`src/hw/rtl/rrfp_pkg.sv`:
```
// ----------------------------------------------------------------------------
// rrfp_pkg: radar report frame parser package
// Shared widths, frame constants, queue operation and field record types.
// ----------------------------------------------------------------------------
package rrfp_pkg;

  // Largest payload length accepted; longer frames are rejected.
  localparam int unsigned MAX_PAYLOAD = 60;
  // Payload position counter, able to hold MAX_PAYLOAD itself.
  localparam int unsigned CNT_W       = $clog2(MAX_PAYLOAD + 1);
  // Position compare width: light position reaches 13 + 255 + 255 + 1.
  localparam int unsigned POS_W       = (CNT_W > 10) ? CNT_W : 10;

  localparam int unsigned QUEUE_DEPTH = 2;
  localparam int unsigned QPTR_W      = $clog2(QUEUE_DEPTH);
  localparam int unsigned QCNT_W      = $clog2(QUEUE_DEPTH + 1);

  // Frame marker bytes.
  localparam logic [7:0] HDR_0 = 8'hF4;
  localparam logic [7:0] HDR_1 = 8'hF3;
  localparam logic [7:0] HDR_2 = 8'hF2;
  localparam logic [7:0] HDR_3 = 8'hF1;
  localparam logic [7:0] FTR_0 = 8'hF8;
  localparam logic [7:0] FTR_1 = 8'hF7;
  localparam logic [7:0] FTR_2 = 8'hF6;
  localparam logic [7:0] FTR_3 = 8'hF5;

  localparam logic [7:0] TYPE_ENG   = 8'h01;
  localparam logic [7:0] TYPE_BASIC = 8'h02;
  localparam logic [7:0] OUT_ON     = 8'h01;

  // Fixed payload positions.
  localparam int unsigned POS_STATUS  = 2;
  localparam int unsigned POS_MD_LO   = 3;
  localparam int unsigned POS_MD_HI   = 4;
  localparam int unsigned POS_ME      = 5;
  localparam int unsigned POS_SD_LO   = 6;
  localparam int unsigned POS_SD_HI   = 7;
  localparam int unsigned POS_SE      = 8;
  localparam int unsigned POS_DD_LO   = 9;
  localparam int unsigned POS_DD_HI   = 10;
  localparam int unsigned POS_GATE0   = 11;
  localparam int unsigned POS_GATE1   = 12;
  localparam int unsigned POS_LIGHT0  = 13;

  // Frame tracker phase.
  typedef enum logic [2:0] {
    PH_HUNT,
    PH_LEN_LO,
    PH_LEN_HI,
    PH_PAYLOAD,
    PH_FOOTER
  } phase_e;

  typedef enum logic [1:0] {
    RES_OK         = 2'd0,
    RES_FOOTER_ERR = 2'd1,
    RES_LENGTH_ERR = 2'd2
  } result_code_e;

  typedef enum logic [2:0] {
    OP_NONE,
    OP_CAPTURE,
    OP_LOAD,
    OP_ACCEPT,
    OP_ERR_FOOTER,
    OP_ERR_LEN
  } op_kind_e;

  typedef enum logic [3:0] {
    FLD_STATUS,
    FLD_MD_LO,
    FLD_MD_HI,
    FLD_ME,
    FLD_SD_LO,
    FLD_SD_HI,
    FLD_SE,
    FLD_DD_LO,
    FLD_DD_HI,
    FLD_LIGHT,
    FLD_OUT
  } field_e;

  // One queued operation from the front to the back.
  typedef struct packed {
    op_kind_e   kind;
    field_e     field;
    logic [7:0] data;    // captured byte, or report type on accept
    logic       commit;  // accept: copy shadow into held values
  } op_t;

  // Report values, used for both the shadow and the held copy.
  typedef struct packed {
    logic [7:0]  status;
    logic [15:0] mdist;
    logic [7:0]  menergy;
    logic [15:0] sdist;
    logic [7:0]  senergy;
    logic [15:0] ddist;
    logic [7:0]  light;
    logic        out;
  } report_t;

  function automatic logic [7:0] hdr_byte(input logic [1:0] idx);
    logic [7:0] b;
    unique case (idx)
      2'd0:    b = HDR_0;
      2'd1:    b = HDR_1;
      2'd2:    b = HDR_2;
      default: b = HDR_3;
    endcase
    return b;
  endfunction

  function automatic logic [7:0] ftr_byte(input logic [1:0] idx);
    logic [7:0] b;
    unique case (idx)
      2'd0:    b = FTR_0;
      2'd1:    b = FTR_1;
      2'd2:    b = FTR_2;
      default: b = FTR_3;
    endcase
    return b;
  endfunction

endpackage

```
`src/hw/rtl/radar_report_frame_parser.sv`:
```
// ----------------------------------------------------------------------------
// radar_report_frame_parser: radar report frame parser top level
// Byte-stream frame parser with shadowed field capture and commit on footer.
// ----------------------------------------------------------------------------
//
//   channel  | handshake              | payload
//   ---------+------------------------+-----------------------------------
//   in       | in_valid_i / in_stall_o  | rx_byte_i
//   out      | out_valid_o / out_stall_i| result_code_o .. out_active_o
//
// One byte per cycle is accepted while in_stall_o is low; the frame tracker
// decides everything for a byte in the cycle it is taken. A result goes
// via the op queue to the output register after the frame's last byte (last
// footer byte, first wrong footer byte, or an oversized second length byte).
// The two-entry op queue decouples tracker and back part: in_stall_o rises
// only when the queue is full, which needs a stalled output register.
// Reset (async, active low) restarts header hunting and clears held values.

module radar_report_frame_parser (
  input  logic        clk_i,
  input  logic        rst_ni,
  input  logic        in_valid_i,
  output logic        in_stall_o,
  input  logic [7:0]  rx_byte_i,
  output logic        out_valid_o,
  input  logic        out_stall_i,
  output logic [1:0]  result_code_o,
  output logic [7:0]  report_type_o,
  output logic [7:0]  target_status_o,
  output logic [15:0] move_dist_o,
  output logic [7:0]  move_energy_o,
  output logic [15:0] still_dist_o,
  output logic [7:0]  still_energy_o,
  output logic [15:0] detect_distance_o,
  output logic [7:0]  light_level_o,
  output logic        out_active_o
);

  logic              q_full;
  logic              push;
  rrfp_pkg::op_t     push_op;
  logic              pop;
  logic              head_valid;
  rrfp_pkg::op_t     head_op;
  rrfp_pkg::report_t report;

  // Front: header/length/footer tracking and payload position decode.
  rrfp_front u_front (
    .clk_i      (clk_i),
    .rst_ni     (rst_ni),
    .in_valid_i (in_valid_i),
    .rx_byte_i  (rx_byte_i),
    .q_full_i   (q_full),
    .push_o     (push),
    .push_op_o  (push_op)
  );

  assign in_stall_o = q_full;

  // Op queue; bytes that change only tracker state are never queued.
  rrfp_queue u_queue (
    .clk_i        (clk_i),
    .rst_ni       (rst_ni),
    .push_i       (push),
    .push_op_i    (push_op),
    .full_o       (q_full),
    .pop_i        (pop),
    .head_valid_o (head_valid),
    .head_op_o    (head_op)
  );

  // Back: shadow capture, commit, and the result register.
  rrfp_back u_back (
    .clk_i         (clk_i),
    .rst_ni        (rst_ni),
    .head_valid_i  (head_valid),
    .head_op_i     (head_op),
    .pop_o         (pop),
    .out_valid_o   (out_valid_o),
    .out_stall_i   (out_stall_i),
    .result_code_o (result_code_o),
    .report_type_o (report_type_o),
    .report_o      (report)
  );

  assign target_status_o   = report.status;
  assign move_dist_o       = report.mdist;
  assign move_energy_o     = report.menergy;
  assign still_dist_o      = report.sdist;
  assign still_energy_o    = report.senergy;
  assign detect_distance_o = report.ddist;
  assign light_level_o     = report.light;
  assign out_active_o      = report.out;

endmodule

```
`src/hw/rtl/rrfp_front.sv`:
```
// ----------------------------------------------------------------------------
// rrfp_front: frame tracker
// Hunts header, checks length and footer, maps payload bytes to field ops.
// ----------------------------------------------------------------------------
module rrfp_front (
  input  logic              clk_i,
  input  logic              rst_ni,
  input  logic              in_valid_i,
  input  logic [7:0]        rx_byte_i,
  input  logic              q_full_i,
  output logic              push_o,
  output rrfp_pkg::op_t     push_op_o
);

  rrfp_pkg::phase_e           phase_q, phase_d;
  logic [1:0]                 match_q, match_d;
  logic [rrfp_pkg::CNT_W-1:0] count_q, count_d;
  logic [rrfp_pkg::CNT_W-1:0] length_q, length_d;
  logic [7:0]                 len_lo_q, len_lo_d;
  logic [7:0]                 type_q, type_d;
  logic [7:0]                 gate0_q, gate0_d;
  logic [7:0]                 gate1_q, gate1_d;

  logic                       accept;
  logic [15:0]                len_full;
  logic                       len_bad;
  logic [rrfp_pkg::CNT_W:0]   count_inc;
  logic [rrfp_pkg::POS_W-1:0] pos;
  logic [rrfp_pkg::POS_W-1:0] light_at;
  rrfp_pkg::op_t              op;

  assign accept    = in_valid_i && !q_full_i;
  assign len_full  = {rx_byte_i, len_lo_q};
  assign len_bad   = len_full > 16'(rrfp_pkg::MAX_PAYLOAD);
  assign count_inc = {1'b0, count_q} + 1'b1;
  assign pos       = rrfp_pkg::POS_W'(count_q);
  assign light_at  = rrfp_pkg::POS_W'(rrfp_pkg::POS_LIGHT0)
                   + rrfp_pkg::POS_W'(gate0_q) + rrfp_pkg::POS_W'(gate1_q);

  // Next state
  always_comb begin
    phase_d  = phase_q;
    match_d  = match_q;
    count_d  = count_q;
    length_d = length_q;
    len_lo_d = len_lo_q;
    type_d   = type_q;
    gate0_d  = gate0_q;
    gate1_d  = gate1_q;
    if (accept) begin
      unique case (phase_q)
        rrfp_pkg::PH_LEN_LO: begin
          len_lo_d = rx_byte_i;
          phase_d  = rrfp_pkg::PH_LEN_HI;
        end
        rrfp_pkg::PH_LEN_HI: begin
          match_d = 2'd0;
          if (len_bad) begin
            phase_d = rrfp_pkg::PH_HUNT;
          end else begin
            length_d = rrfp_pkg::CNT_W'(len_full);
            count_d  = '0;
            type_d   = '0;
            gate0_d  = '0;
            gate1_d  = '0;
            phase_d  = (len_full != 16'd0) ? rrfp_pkg::PH_PAYLOAD : rrfp_pkg::PH_FOOTER;
          end
        end
        rrfp_pkg::PH_PAYLOAD: begin
          if (pos == '0) begin
            type_d = rx_byte_i;
          end else if (type_q == rrfp_pkg::TYPE_ENG) begin
            if (pos == rrfp_pkg::POS_W'(rrfp_pkg::POS_GATE0)) begin
              gate0_d = rx_byte_i;
            end else if (pos == rrfp_pkg::POS_W'(rrfp_pkg::POS_GATE1)) begin
              gate1_d = rx_byte_i;
            end
          end
          count_d = count_inc[rrfp_pkg::CNT_W-1:0];
          if (count_inc >= {1'b0, length_q}) begin
            phase_d = rrfp_pkg::PH_FOOTER;
            match_d = 2'd0;
          end
        end
        rrfp_pkg::PH_FOOTER: begin
          if (rx_byte_i == rrfp_pkg::ftr_byte(match_q)) begin
            if (match_q == 2'd3) begin
              phase_d = rrfp_pkg::PH_HUNT;
              match_d = 2'd0;
            end else begin
              match_d = match_q + 2'd1;
            end
          end else begin
            phase_d = rrfp_pkg::PH_HUNT;
            match_d = (rx_byte_i == rrfp_pkg::HDR_0) ? 2'd1 : 2'd0;
          end
        end
        default: begin
          phase_d = rrfp_pkg::PH_HUNT;
          if (rx_byte_i == rrfp_pkg::hdr_byte(match_q)) begin
            if (match_q == 2'd3) begin
              match_d = 2'd0;
              phase_d = rrfp_pkg::PH_LEN_LO;
            end else begin
              match_d = match_q + 2'd1;
            end
          end else begin
            match_d = (rx_byte_i == rrfp_pkg::HDR_0) ? 2'd1 : 2'd0;
          end
        end
      endcase
    end
  end

  // Operation for the back part
  always_comb begin
    op.kind   = rrfp_pkg::OP_NONE;
    op.field  = rrfp_pkg::FLD_STATUS;
    op.data   = rx_byte_i;
    op.commit = 1'b0;
    unique case (phase_q)
      rrfp_pkg::PH_LEN_HI: begin
        op.kind = len_bad ? rrfp_pkg::OP_ERR_LEN : rrfp_pkg::OP_LOAD;
      end
      rrfp_pkg::PH_PAYLOAD: begin
        op.kind = rrfp_pkg::OP_CAPTURE;
        case (pos)
          rrfp_pkg::POS_W'(rrfp_pkg::POS_STATUS): op.field = rrfp_pkg::FLD_STATUS;
          rrfp_pkg::POS_W'(rrfp_pkg::POS_MD_LO):  op.field = rrfp_pkg::FLD_MD_LO;
          rrfp_pkg::POS_W'(rrfp_pkg::POS_MD_HI):  op.field = rrfp_pkg::FLD_MD_HI;
          rrfp_pkg::POS_W'(rrfp_pkg::POS_ME):     op.field = rrfp_pkg::FLD_ME;
          rrfp_pkg::POS_W'(rrfp_pkg::POS_SD_LO):  op.field = rrfp_pkg::FLD_SD_LO;
          rrfp_pkg::POS_W'(rrfp_pkg::POS_SD_HI):  op.field = rrfp_pkg::FLD_SD_HI;
          rrfp_pkg::POS_W'(rrfp_pkg::POS_SE):     op.field = rrfp_pkg::FLD_SE;
          rrfp_pkg::POS_W'(rrfp_pkg::POS_DD_LO):  op.field = rrfp_pkg::FLD_DD_LO;
          rrfp_pkg::POS_W'(rrfp_pkg::POS_DD_HI):  op.field = rrfp_pkg::FLD_DD_HI;
          default: begin
            // light_at is at least 13, so type, reserved and gate bytes never hit
            if (type_q == rrfp_pkg::TYPE_ENG && pos == light_at) begin
              op.field = rrfp_pkg::FLD_LIGHT;
            end else if (type_q == rrfp_pkg::TYPE_ENG && pos == light_at + 1'b1) begin
              op.field = rrfp_pkg::FLD_OUT;
            end else begin
              op.kind = rrfp_pkg::OP_NONE;
            end
          end
        endcase
      end
      rrfp_pkg::PH_FOOTER: begin
        if (rx_byte_i == rrfp_pkg::ftr_byte(match_q)) begin
          if (match_q == 2'd3) begin
            op.kind   = rrfp_pkg::OP_ACCEPT;
            op.data   = type_q;
            op.commit = (type_q == rrfp_pkg::TYPE_ENG) || (type_q == rrfp_pkg::TYPE_BASIC);
          end
        end else begin
          op.kind = rrfp_pkg::OP_ERR_FOOTER;
        end
      end
      default: begin
        op.kind = rrfp_pkg::OP_NONE;
      end
    endcase
  end

  assign push_o    = accept && (op.kind != rrfp_pkg::OP_NONE);
  assign push_op_o = op;

  always_ff @(posedge clk_i or negedge rst_ni) begin
    if (!rst_ni) begin
      phase_q  <= rrfp_pkg::PH_HUNT;
      match_q  <= '0;
      count_q  <= '0;
      length_q <= '0;
      len_lo_q <= '0;
      type_q   <= '0;
      gate0_q  <= '0;
      gate1_q  <= '0;
    end else begin
      phase_q  <= phase_d;
      match_q  <= match_d;
      count_q  <= count_d;
      length_q <= length_d;
      len_lo_q <= len_lo_d;
      type_q   <= type_d;
      gate0_q  <= gate0_d;
      gate1_q  <= gate1_d;
    end
  end

endmodule

```
`src/hw/rtl/rrfp_queue.sv`:
```
// ----------------------------------------------------------------------------
// rrfp_queue: operation queue
// Small FIFO of field operations between the frame tracker and the back part.
// ----------------------------------------------------------------------------
module rrfp_queue (
  input  logic          clk_i,
  input  logic          rst_ni,
  input  logic          push_i,
  input  rrfp_pkg::op_t push_op_i,
  output logic          full_o,
  input  logic          pop_i,
  output logic          head_valid_o,
  output rrfp_pkg::op_t head_op_o
);

  rrfp_pkg::op_t               entry_q [rrfp_pkg::QUEUE_DEPTH];
  logic [rrfp_pkg::QPTR_W-1:0] wptr_q, rptr_q;
  logic [rrfp_pkg::QCNT_W-1:0] count_q;
  logic                        do_pop;

  assign full_o       = count_q == rrfp_pkg::QCNT_W'(rrfp_pkg::QUEUE_DEPTH);
  assign head_valid_o = count_q != '0;
  assign head_op_o    = entry_q[rptr_q];
  assign do_pop       = pop_i && head_valid_o;

  always_ff @(posedge clk_i) begin
    if (push_i) begin
      entry_q[wptr_q] <= push_op_i;
    end
  end

  always_ff @(posedge clk_i or negedge rst_ni) begin
    if (!rst_ni) begin
      wptr_q  <= '0;
      rptr_q  <= '0;
      count_q <= '0;
    end else begin
      if (push_i) begin
        wptr_q <= (wptr_q == rrfp_pkg::QPTR_W'(rrfp_pkg::QUEUE_DEPTH - 1)) ? '0 : wptr_q + 1'b1;
      end
      if (do_pop) begin
        rptr_q <= (rptr_q == rrfp_pkg::QPTR_W'(rrfp_pkg::QUEUE_DEPTH - 1)) ? '0 : rptr_q + 1'b1;
      end
      if (push_i && !do_pop) begin
        count_q <= count_q + 1'b1;
      end else if (!push_i && do_pop) begin
        count_q <= count_q - 1'b1;
      end
    end
  end

endmodule

```
`src/hw/rtl/rrfp_back.sv`:
```
// ----------------------------------------------------------------------------
// rrfp_back: shadow, held values and result register
// Executes queued ops on the shadow copy, commits it, and issues results.
// ----------------------------------------------------------------------------
module rrfp_back (
  input  logic            clk_i,
  input  logic            rst_ni,
  input  logic            head_valid_i,
  input  rrfp_pkg::op_t   head_op_i,
  output logic            pop_o,
  output logic            out_valid_o,
  input  logic            out_stall_i,
  output logic [1:0]      result_code_o,
  output logic [7:0]      report_type_o,
  output rrfp_pkg::report_t report_o
);

  rrfp_pkg::report_t pend_q, pend_d;
  rrfp_pkg::report_t held_q, held_d;
  logic              out_valid_q, out_valid_d;
  logic [1:0]        code_q, code_d;
  logic [7:0]        type_q, type_d;
  rrfp_pkg::report_t res_q, res_d;

  logic emits;
  logic out_ready;
  logic exec;

  assign emits = (head_op_i.kind == rrfp_pkg::OP_ACCEPT)
              || (head_op_i.kind == rrfp_pkg::OP_ERR_FOOTER)
              || (head_op_i.kind == rrfp_pkg::OP_ERR_LEN);
  assign out_ready = !out_valid_q || !out_stall_i;
  assign exec      = head_valid_i && (!emits || out_ready);
  assign pop_o     = exec;

  always_comb begin
    pend_d      = pend_q;
    held_d      = held_q;
    code_d      = code_q;
    type_d      = type_q;
    res_d       = res_q;
    out_valid_d = out_valid_q && out_stall_i;
    if (exec) begin
      case (head_op_i.kind)
        rrfp_pkg::OP_LOAD: begin
          pend_d = held_q;
        end
        rrfp_pkg::OP_CAPTURE: begin
          unique case (head_op_i.field)
            rrfp_pkg::FLD_STATUS: pend_d.status       = head_op_i.data;
            rrfp_pkg::FLD_MD_LO:  pend_d.mdist[7:0]   = head_op_i.data;
            rrfp_pkg::FLD_MD_HI:  pend_d.mdist[15:8]  = head_op_i.data;
            rrfp_pkg::FLD_ME:     pend_d.menergy      = head_op_i.data;
            rrfp_pkg::FLD_SD_LO:  pend_d.sdist[7:0]   = head_op_i.data;
            rrfp_pkg::FLD_SD_HI:  pend_d.sdist[15:8]  = head_op_i.data;
            rrfp_pkg::FLD_SE:     pend_d.senergy      = head_op_i.data;
            rrfp_pkg::FLD_DD_LO:  pend_d.ddist[7:0]   = head_op_i.data;
            rrfp_pkg::FLD_DD_HI:  pend_d.ddist[15:8]  = head_op_i.data;
            rrfp_pkg::FLD_LIGHT:  pend_d.light        = head_op_i.data;
            rrfp_pkg::FLD_OUT:    pend_d.out          = head_op_i.data == rrfp_pkg::OUT_ON;
            default: ;
          endcase
        end
        rrfp_pkg::OP_ACCEPT: begin
          if (head_op_i.commit) begin
            held_d = pend_q;
          end
          out_valid_d = 1'b1;
          code_d      = rrfp_pkg::RES_OK;
          type_d      = head_op_i.data;
          res_d       = head_op_i.commit ? pend_q : held_q;
        end
        rrfp_pkg::OP_ERR_FOOTER: begin
          out_valid_d = 1'b1;
          code_d      = rrfp_pkg::RES_FOOTER_ERR;
          type_d      = '0;
          res_d       = '0;
        end
        rrfp_pkg::OP_ERR_LEN: begin
          out_valid_d = 1'b1;
          code_d      = rrfp_pkg::RES_LENGTH_ERR;
          type_d      = '0;
          res_d       = '0;
        end
        default: ;
      endcase
    end
  end

  always_ff @(posedge clk_i or negedge rst_ni) begin
    if (!rst_ni) begin
      pend_q      <= '0;
      held_q      <= '0;
      out_valid_q <= 1'b0;
    end else begin
      pend_q      <= pend_d;
      held_q      <= held_d;
      out_valid_q <= out_valid_d;
    end
  end

  always_ff @(posedge clk_i) begin
    code_q <= code_d;
    type_q <= type_d;
    res_q  <= res_d;
  end

  assign out_valid_o   = out_valid_q;
  assign result_code_o = code_q;
  assign report_type_o = type_q;
  assign report_o      = res_q;

endmodule

```
`config.mk`:
```
export PLATFORM = sky130hd
export DESIGN_NAME = radar_report_frame_parser
export DESIGN_NICKNAME = d
export VERILOG_FILES = /design/src/hw/rtl/rrfp_pkg.sv /design/src/hw/rtl/radar_report_frame_parser.sv /design/src/hw/rtl/rrfp_front.sv /design/src/hw/rtl/rrfp_queue.sv /design/src/hw/rtl/rrfp_back.sv
export SDC_FILE = /design/constraint.sdc
export NUM_CORES = 1
export LEC_CHECK = 0
export BUFFER_PORTS_ARGS = -buffer_cell sky130_fd_sc_hd__buf_4
export CAP_MARGIN = 20
export CORE_AREA = 3 3 151 182
export CTS_CLUSTER_SIZE = 30
export DETAILED_ROUTE_END_ITERATION = 12
export DIE_AREA = 0 0 154 185
export PLACE_DENSITY_LB_ADDON = 0.1
export RECOVER_POWER = 100
export SETUP_SLACK_MARGIN = 0.02
export SLEW_MARGIN = 20
export SYNTH_ARGS = -nofsm -noshare
export SYNTH_HDL_FRONTEND = slang
export SYNTH_SLANG_ARGS = --single-unit
```
`constraint.sdc`:
```
create_clock -name clk_i -period 6.8 [get_ports clk_i]
set_input_delay 1.36 -clock clk_i [delete_from_list [all_inputs] [get_ports clk_i]]
set_output_delay 1.36 -clock clk_i [all_outputs]
set_load 0.01 [all_outputs]
```
Word level (Yosys, flattened, before mapping)
Memories as Yosys holds them, arrays and structs flattened.
Index checks and enable logic that the tools add are counted.
{"block": "op_classes", "div_mod_pow": 0, "bitwise_logic": 2, "n_reduce_logical": 57, "addsub": 9, "mux": 72, "shifts": 0, "n_eq_ne": 63, "n_lt_le_gt_ge": 2, "multipliers": 0}
{"op": "81-bit one-hot mux with 2 select lines", "count": 2}
{"op": "8-bit two-way mux", "count": 23}
{"op": "81-bit two-way mux", "count": 1}
{"op": "8-bit one-hot mux with 2 select lines", "count": 4}
{"op": "3-bit AND reduction", "count": 15}
{"op": "4-bit one-hot mux with 9 select lines", "count": 1}
{"op": "6-bit by 4-bit equality test with 1-bit output (second input constant)", "count": 5}
{"op": "3-bit two-way mux", "count": 10}
{"op": "9-bit two-way mux", "count": 3}
{"op": "2-bit != test (second input constant)", "count": 13}
{"op": "6-bit by 3-bit equality test with 1-bit output (second input constant)", "count": 4}
{"op": "8-bit equality test", "count": 3}
{"op": "6-bit by 10-bit equality test with 1-bit output", "count": 2}
{"op": "3-bit one-hot mux with 3 select lines", "count": 2}
{"op": "4-bit by 3-bit equality test with 1-bit output (second input constant)", "count": 4}
{"op": "8-bit by 1-bit equality test with 1-bit output (second input constant)", "count": 2}
{"op": "16-bit by 6-bit greater-than comparator with 1-bit output (second input constant)", "count": 1}
{"op": "16-bit nonzero test", "count": 1}
{"op": "2-bit two-way mux", "count": 7}
{"op": "3-bit by 2-bit equality test with 1-bit output (second input constant)", "count": 4}
{"op": "4-bit equality test (second input constant)", "count": 3}
{"op": "6-bit by 2-bit equality test with 1-bit output (second input constant)", "count": 2}
{"op": "4-bit two-way mux", "count": 3}
{"op": "2-bit by 1-bit != test with 1-bit output (second input constant)", "count": 6}
{"op": "41 further kinds", "count": 84}
{"block": "totals", "output_inout_bits": 93, "reg_bits": 307, "mem_bits_ro": 0, "memories": 1, "latchBits": 0, "ram_bits": 32}
{"name": "u_queue.entry_q", "depth": 2, "word_bits": 16, "read_ports": 1, "rd_ports_with_merged_regs": 0, "write_ports": 1, "line_no": "rrfp_queue.sv:16", "source": "rrfp_pkg::op_t entry_q [rrfp_pkg::QUEUE_DEPTH];"}

Depth between registers and ports, before layout
Gate-level depths: netlist of the first run.
{"block": "depth", "depth_word": 15, "ltp_mapped": 17, "ltp_nobuf": 17}

Modules after synthesis
A second synthesis of the first run with hierarchy kept.
{"block": "hier_totals", "cells_unflattened": 1313, "hier_area_um2": 16057.9}
{"mod": "rrfp_back", "cells_each": 860, "n_inst": 1, "area_each_um2": 10956.8}
{"mod": "rrfp_front", "cells_each": 387, "n_inst": 1, "area_each_um2": 3703.6}
{"mod": "rrfp_queue", "cells_each": 66, "n_inst": 1, "area_each_um2": 1397.6}

Least setup slack after synthesis of the first run
No wires, ideal clock.
{"block": "synth_path", "path_type": "in2reg", "from": "input out_stall_i", "to": "register u_back.res_q (netlist bit u_back.report_o[0]) (enable)", "setup_slack_ns": 0.879, "t_arrival_ns": 5.379, "cell_stages": 3, "setup_time_ns": 0.542, "cell_sequence": "nand2_1 > o22ai_1 > nor2_1"}
{"block": "synth_between", "elab_chain_cells": 5}
{"item": "start: declaration", "line_no": "radar_report_frame_parser.sv:26", "source": "input logic out_stall_i,"}
{"item": "1-bit zero test", "line_no": "rrfp_back.sv:32", "source": "assign out_ready = !out_valid_q || !out_stall_i;"}
{"item": "1-bit logical OR", "line_no": "rrfp_back.sv:32"}
{"item": "1-bit logical OR", "line_no": "rrfp_back.sv:33", "source": "assign exec = head_valid_i && (!emits || out_ready);"}
{"item": "1-bit logical AND", "line_no": "rrfp_back.sv:33"}
{"item": "2-bit AND reduction (no source line)"}
{"item": "end signal: assignment", "line_no": "rrfp_back.sv:105", "source": "res_q <= res_d;"}
{"item": "end: declaration", "line_no": "rrfp_back.sv:23", "source": "rrfp_pkg::report_t res_q, res_d;"}
No other way between the ends.
A chain may end at the register's enable or synchronous reset.

Worst setup path after layout of the first run
{"block": "layout_path", "from": "register u_queue.rptr_q", "to": "register u_back.held_q[23] (netlist bit)"}
{"block": "layout_between", "elab_chain_cells": 8, "word_cells_on_any_way": 11, "classes_between": "eq/ne: 3; mux: 1; reduce/logical: 6; memory: 1"}
{"item": "start: declaration", "line_no": "rrfp_queue.sv:17", "source": "logic [rrfp_pkg::QPTR_W-1:0] wptr_q, rptr_q;"}
{"item": "start signal: assignment", "line_no": "rrfp_queue.sv:42", "source": "rptr_q <= (rptr_q == rrfp_pkg::QPTR_W'(rrfp_pkg::QUEUE_DEPTH - 1)) ? '0 : rptr_q + 1'b1;"}
{"item": "memory read 2 x 16 bit (*)"}
{"item": "3-bit by 2-bit equality test with 1-bit output or 3-bit equality test (tied branches)", "line_no": "rrfp_back.sv:29, rrfp_back.sv:44, rrfp_back.sv:30"}
{"item": "1-bit logical OR", "line_no": "rrfp_back.sv:30", "source": "|| (head_op_i.kind == rrfp_pkg::OP_ERR_FOOTER)"}
{"item": "1-bit logical OR", "line_no": "rrfp_back.sv:31", "source": "|| (head_op_i.kind == rrfp_pkg::OP_ERR_LEN);"}
{"item": "1-bit zero test", "line_no": "rrfp_back.sv:33"}
{"item": "1-bit logical OR", "line_no": "rrfp_back.sv:33"}
{"item": "1-bit logical AND", "line_no": "rrfp_back.sv:33"}
{"item": "2-bit AND reduction (no source line)"}
{"item": "end signal: assignment", "line_no": "rrfp_back.sv:97", "source": "held_q <= held_d;"}
{"item": "end: declaration", "line_no": "rrfp_back.sv:19", "source": "rrfp_pkg::report_t held_q, held_d;"}
Mark *: on every way between the ends. The rest lies on a longest branch, timed or not.

==> flow_summary.toml, run 1 <==
[worst_setup_path]
regToRegEndpoint = "u_back.held_q[23]$_DFFE_PN0P_"
critPathMaxStageDelay_ps = 1040
r2r_slack_ps = 1630
reg2regPathDepth = 9
crit_arrival_ps = 5560
worstSetupEndpointType = "register"
startpoint = "u_queue.rptr_q$_DFFE_PN0P_"
critical_path_class = "reg -> reg"
start_kind = "register"
critPathCapture = "u_back.held_q[23]$_DFFE_PN0P_"
critPathRequiredTime_ps = 7190
cp_slowest_cell = "clkbuf_2"
path_cells = "clkbuf_1 -> nor2_1 -> a32o_1 -> a21oi_1 -> o22ai_1 -> nor3_2 -> buf_4 -> clkbuf_2 -> mux2_2"
reg2reg_from = "u_queue.rptr_q$_DFFE_PN0P_"
worstPathMaxFanout = 46

[sta]
slew-limit-headroom_pct = -85.4
fin_worst_skew_ps = 22.2
worst_pin_slew_ps = 2780
fmax_mhz = 193
fin_crit_ps = 5170
hold_violations = 0
setup_tns_ps = 0
rsz0062_at_grt = "false"
setup_violations = 0
slew_viol_final = 161
fin_crit_sh_pct = 76.1

[routing]
drtAntennaViolNets = 0
vias = 11300
firstDrtPassIters = 5
wl_mm = 35.9
drt_iter0_markers = 791
drc = 0
wire_per_inst_um = 18.8
via_per_inst = 5.91

[run]
drv_cap = 3

[placed_design]
gp_congestion = 0.854
portBuffers = 104
hpwl_mm = 22.6

[global_routing]
grt_pass1_wl_mm = 57.3
grt_start_max_net_pins = 93
grt_pass1_vias = 11200
grtUsageTotal_pct = 24.8
gr-total-overflow = 0
antenna_found_initial = 0

[synth]
yosysSeqAreaShare_pct = 58.0
synthesis.nets = 1516
synth_top_family_by_area = "compound AO/OA/AOI/OAI gates"
netlist_area_um2 = 15700
synth-xor-area-share_pct = 2.34
syn_avg_cell_area_um2 = 10.6
synth_cell_types = 68
netlist_instances = 1479
async_reset_ff_share_pct = 63.7
synthMuxAreaShare_pct = 7.40
synth_compound_area_share_pct = 14.3
yosys_warnings = 0
ys_ff_latch = 339
synth_edf_count = 123
synth_flop_cell = "dfrtp_1"
yosys.area_share.simple_pct = 11.4
yosys.area_share.adder_pct = 2.04

[cells_and_area]
drive_gt1_share_pct = 10.9
syn_to_final_growth_pct = 10.4
fillerInstances = 2021
n_antenna_cell = 0
nets = 1593
fin_util_pct = 67.4

[cts]
cts_tree = "built"
cts_buffers = 34
ctsHoldBuffers = 0
cts_buffer_depth = 3
worstSkewPairLatency_ps = 510
clk_pin_slew_ps = 60
post_cts_resized = 0
cts_root_buffer = "clkbuf_16"
post-cts-setup-buffers = 0
htreeDepth = 2
clock-sinks = 339

[die]
design.core.area_um2 = 25700
die_y_um = 185
io_pins = 105
die_w_um = 154
initial_utilization_pct = 61.0
rows = 64
die_area_um2 = 28500

[power]
cellPowerDensity_nw_per_um2 = 403
power_leakage_nw = 7.12
ir_drop_mv = 0.224

[status]
violations = "capacitance limit, slew limit"
status = "finished with violations"

[worst_hold_path]
whs_path_depth = 1
min_path_type = "reg -> reg"
hp-start = "u_queue.wptr_q$_DFFE_PN0P_"
[cell usage after synthesis (3+ instances only)]
library cell / instances / area, um^2
nand2b_1: 12 / 75.1
dfrtp_1: 216 / 5410
o21ai_0: 144 / 721
a21o_1: 5 / 37.5
o32ai_1: 4 / 35.0
buf_1: 3 / 11.3
xor2_1: 19 / 166
mux2i_1: 11 / 110
nand4_1: 8 / 50.1
buf_2: 16 / 80.1
nand2_1: 273 / 1020
a211oi_1: 3 / 22.5
a21oi_1: 113 / 566
nor2b_1: 6 / 37.5
clkbuf_1: 56 / 210
xnor2_1: 20 / 175
nor2_1: 43 / 161
inv_1: 103 / 387
o31ai_1: 3 / 22.5
or3_1: 4 / 25.0
and3_1: 5 / 31.3
ha_1: 24 / 300
edfxtp_1: 123 / 3690
mux2_2: 92 / 1040
nand3_1: 24 / 120
nor4_1: 7 / 43.8
o211ai_1: 72 / 541
nor3_1: 14 / 70.1
o22ai_1: 5 / 31.3
[kinds of logic after synthesis]
| group | count (synthesis) |
|---|---|
| XOR/XNOR | 40 |
| AND/OR/NAND/NOR | 414 |
| flip-flops | 339 |
| multiplexers | 104 |
| buffers and inverters | 180 |
| adder cells (fa/ha/maj) | 25 |
| AO/OA/AOI/OAI | 377 |
[power breakdown]
group | switching [mW] | internal, mW | leakage [nW]
logic | 1.30 | 0.666 | 2.71
clock network | 0.763 | 1.01 | 0.513
registers | 0.387 | 2.86 | 3.90
[layout by cell type (no fill, tap or decap), types with 3 or more instances in the layout]
cell	instances
nand2_1	273
dfrtp_1	216
o21ai_0	145
edfxtp_1	123
a21oi_1	115
clkbuf_1	110
inv_1	103
mux2_2	92
o211ai_1	72
nor2_1	42
clkbuf_16	35
nand3_1	24
ha_1	24
xnor2_1	20
xor2_1	19
buf_4	14
nor3_1	13
nand2b_1	12
mux2i_1	10
clkinv_2	9
nand4_1	8
nor4_1	7
nor2b_1	6
and3_1	5
o22ai_1	5
a21o_1	5
or3_1	4
o32ai_1	4
a211oi_1	3
o31ai_1	3
clkbuf_8	3
[metal layers]
metal	share of wire, %	vias up	GRT usage [%]	wire length, um
met4	3.7	0	8.94	1310
li1	-	5342	-	-
met1	40	5548	31.7	14500
met3	4.9	88	3.32	1760
met5	0	-	0	0
met2	51	309	43.6	18300
[critical path: cells and delay by family, from the launching register on]
family / cells / cell delay (ps)
AOI/OAI and AO/OA: 3 / 1240
buffers and inverters: 3 / 2420
DFF: 1 / 500
muxes: 1 / 430
and+or+nand+nor: 2 / 400
[how the worst min path moves through the flow]
| stage | end | slack (ps) |
|---|---|---|
| after floorplan | u_queue.wptr_q$_DFFE_PN0P_ | 450 |
| after global placement | u_queue.wptr_q$_DFFE_PN0P_ | 460 |
| after detailed placement | u_front.gate1_q[0]$_DFFE_PN0P_ | 480 |
| after CTS | u_queue.wptr_q$_DFFE_PN0P_ | 490 |
| after global routing | u_queue.wptr_q$_DFFE_PN0P_ | 510 |
| final | u_queue.wptr_q$_DFFE_PN0P_ | 480 |
[cell type report]
type                       instances  area, um^2  share of cell area [%]
inverter                         103         387                    2.23
timing repair buffer             118         512                    2.95
tap                              330         413                    2.38
clock buffer                      47         941                    5.43
sequential                       339        9100                    52.5
clock inverter                    14         103                   0.592
multi-input combinational        960        5870                    33.9
[through the flow]
stage | setup slack (ps) | std cells | cell area [um^2] | hold slack, ps | total power, mW
after floorplan | 879 | 1479 | 15700 | 448 | 4.57
after global placement | 2550 | 1848 | 16700 | 464 | 5.25
after detailed placement | 2470 | 1849 | 16700 | 478 | 5.37
after CTS | 2460 | 1910 | 17800 | 487 | 7.16
after global routing | 1220 | 1911 | 17300 | 505 | 7.39
final | 1630 | 1911 | 17300 | 484 | 6.99
[flip-flops by register name, indices dropped and copies added (netlist names), 2 cells and up]
register,flops
u_queue.entry_q,32
u_queue.count_q,2
u_front.phase_q,3
u_front.match_q,2
u_back.pend_q,81
u_front.type_q,8
u_back.held_q,81
u_front.len_lo_q,8
u_back.report_type_o,8
u_back.report_o,81
u_back.result_code_o,2
u_front.gate1_q,8
u_front.count_q,6
u_front.gate0_q,8
u_front.length_q,6
Note: power is estimated with default switching activity, not from simulation.
==> run 2: changes to the inputs <==
Settings changed: ABC_AREA from default to 1.
Clock period 6.8 ns to 5.16 ns, I/O delays scaled along.
==> run 2 against run 1 <==
- the flow still finishes with violations (capacitance limit, slew limit)
- global-route usage down 0.71 points
- maximum frequency grew 19%
- non-clock buffer count is 1 lower
- sequential share of layout area grew 0.16 points
- core utilization down 0.20 points
- combinational power grew 87%
- register-to-register slack lost 810 ps
- critical path depth is 4 higher
- final cell count rose by 7.6%
- final area decreased by 0.30%
- power grew 54%
==> flow_summary.toml, run 2 <==
[status]
status = "finished with violations"
violations = "capacitance limit, slew limit"

[cts]
post-cts-setup-buffers = 0
clk_pin_slew_ps = 60
post_cts_resized = 0
clock-sinks = 339
worstSkewPairLatency_ps = 500
cts_buffers = 36
cts_buffer_depth = 3
ctsHoldBuffers = 0
cts_root_buffer = "clkbuf_16"
htreeDepth = 2
cts_tree = "built"

[sta]
fin_worst_skew_ps = 12.4
fin_crit_sh_pct = 84.2
fmax_mhz = 230
hold_violations = 0
setup_violations = 0
fin_crit_ps = 4340
holdWs_ps = 484
setup_tns_ps = 0
slew_viol_final = 212
worst_pin_slew_ps = 3080
slew-limit-headroom_pct = -106
rsz0062_at_grt = "false"

[die]
die_w_um = 154
design.core.area_um2 = 25700
initial_utilization_pct = 61.0
die_y_um = 185
rows = 64
io_pins = 105
die_area_um2 = 28500

[routing]
drt_iter0_markers = 926
drc = 0
firstDrtPassIters = 7
wire_per_inst_um = 16.6
wl_mm = 34.1
via_per_inst = 5.61
vias = 11500
drtAntennaViolNets = 0

[cells_and_area]
fin_util_pct = 67.2
nets = 1739
layout_commonest_cell = "nand2_1"
final_cell_mix = "nand2_1 (338), nor2_1 (248), dfrtp_1 (216), o21ai_0 (150), edfxtp_1 (123)"
drive_gt1_share_pct = 5.33
n_antenna_cell = 0
syn_to_final_growth_pct = 10.1

[power]
p_switching_mw = 3.96
power_leakage_nw = 7.70
switching_share_pct = 36.8
combPwrFrac_pct = 34.0
pwr-share-clk_pct = 23.6
cellPowerDensity_nw_per_um2 = 622
intPower_mw = 6.79
p_seq_share_pct = 42.4
ir_drop_mv = 0.373
p_total_mw = 10.7

[synth]
synth_cell_types = 41
synth_top_area_share_pct = 34.4
yosys-top-cells-area = "dfrtp_1 (34%), edfxtp_1 (24%), nand2_1 (8.1%), nor2_1 (5.8%), mux2i_1 (5.4%)"
synth_largest_area_cell = "dfrtp_1"
synthesis.nets = 1659
ys_ff_latch = 339
syn_avg_cell_area_um2 = 9.67
synth_edf_count = 123
netlist_instances = 1622
synth_common_cells = "nand2_1 (339), nor2_1 (241), dfrtp_1 (216)"
synthMostInstantiatedCell = "nand2_1"
yosys_warnings = 0
yosysSeqAreaShare_pct = 58.0
netlist_area_um2 = 15700
synth_flop_cell = "dfrtp_1"
async_reset_ff_share_pct = 63.7

[global_routing]
gr-total-overflow = 0
grtUsageTotal_pct = 24.1
antenna_found_initial = 0
grt_start_max_net_pins = 122
grt_pass1_wl_mm = 56.0
grt_pass1_vias = 11200

[placed_design]
gp_congestion = 0.862
hpwl_mm = 22.3
portBuffers = 104

[worst_setup_path]
worstSetupEndpointType = "register"
start_kind = "register"
reg2reg_from = "u_queue.rptr_q$_DFFE_PN0P_"
worstPathMaxFanout = 97
critical_path_class = "reg -> reg"
crit_arrival_ps = 4740
critPathRequiredTime_ps = 5560
startpoint = "u_queue.rptr_q$_DFFE_PN0P_"
reg2regPathDepth = 13

[worst_hold_path]
min_path_type = "reg -> reg"
hp-start = "u_front.type_q[7]$_DFFE_PN0P_"
whs_path_depth = 2

[run]
drv_cap = 3
run 2: changes by cell type after synthesis, moves of 29 or more:
cell,previous run,this run
mux2_2,92,1
nand3_1,24,55
nor2_1,43,241
nand2_1,273,339
o211ai_1,72,0
a31oi_1,2,83
mux2i_1,11,84
clkbuf_1,56,27
a21oi_1,113,36
run 2: stage by stage:
step / worst slack [ps] / cells / instance area [um^2]
2_1_floorplan: 1400 / 1622 / 15700
3_3_place_gp: 1230 / 1994 / 16600
3_5_place_dp: 1120 / 1994 / 16600
4_1_cts: 1120 / 2056 / 17800
5_1_grt: 359 / 2056 / 17300
6_report: 816 / 2056 / 17300
run 2: layout make-up:
class                   instances  area [um^2]
flip-flops and latches        339         9100
fillers                      2078         8430
multi-input cells            1093         5640
clock buffers                  53         1010
repair buffers                117          534
inverters                     115          433
well taps                     330          413
clock inverters                 9          141
run 2: power groups by stage:
| stage | combinational, mW | clock, mW | sequential (mW) |
|---|---|---|---|
| 4_1_cts | 4.01 | 2.58 | 4.56 |
| 3_3_place_gp | 3.88 | 0 | 4.55 |
| 5_1_grt | 4.13 | 2.70 | 4.67 |
| 3_5_place_dp | 3.98 | 0 | 4.59 |
| 6_report | 3.66 | 2.54 | 4.56 |
| 2_1_floorplan | 2.68 | 0 | 4.65 |
run 2: kinds of logic after synthesis:
logic type | Yosys count | synth area share, %
fa+ha+maj | 25 | 2.04
simple gates | 690 | 18.6
flops | 339 | 58.0
xor+xnor | 15 | 0.837
buf+inv | 190 | 5.33
mux | 85 | 5.43
compound gates | 278 | 9.74
run 2: critical path, stage by stage (launching register included):
cell and delay [ps]:
dfrtp_1 320, clkbuf_1 590, inv_1 350, or2_0 280, o21ai_0 270, inv_2 100, nor3_1 280, or2_0 190
nand3_1 80, o21a_1 210, nand2_2 870, buf_12 420, nand2_1 120, o21ai_0 120
run 2: final timing paths:
check,endpoint,slack (ps)
min reg2reg,u_front.type_q[7]$_DFFE_PN0P_,480
max,u_back.held_q[50]$_DFFE_PN0P_,820
max reg2reg,u_back.held_q[50]$_DFFE_PN0P_,820
min,u_front.type_q[7]$_DFFE_PN0P_,480
max in group asynchronous,u_front.gate1_q[5]$_DFFE_PN0P_,1480
min in group asynchronous,u_back.held_q[14]$_DFFE_PN0P_,1490
run 2: layer usage:
metal | GRT usage, % | vias to the layer above | wire [um]
li1 | - | 5600 | -
met1 | 30.7 | 5528 | 14100
met2 | 43.2 | 323 | 17400
met3 | 3.13 | 73 | 1720
met4 | 7.24 | 0 | 924
met5 | 0 | - | 0
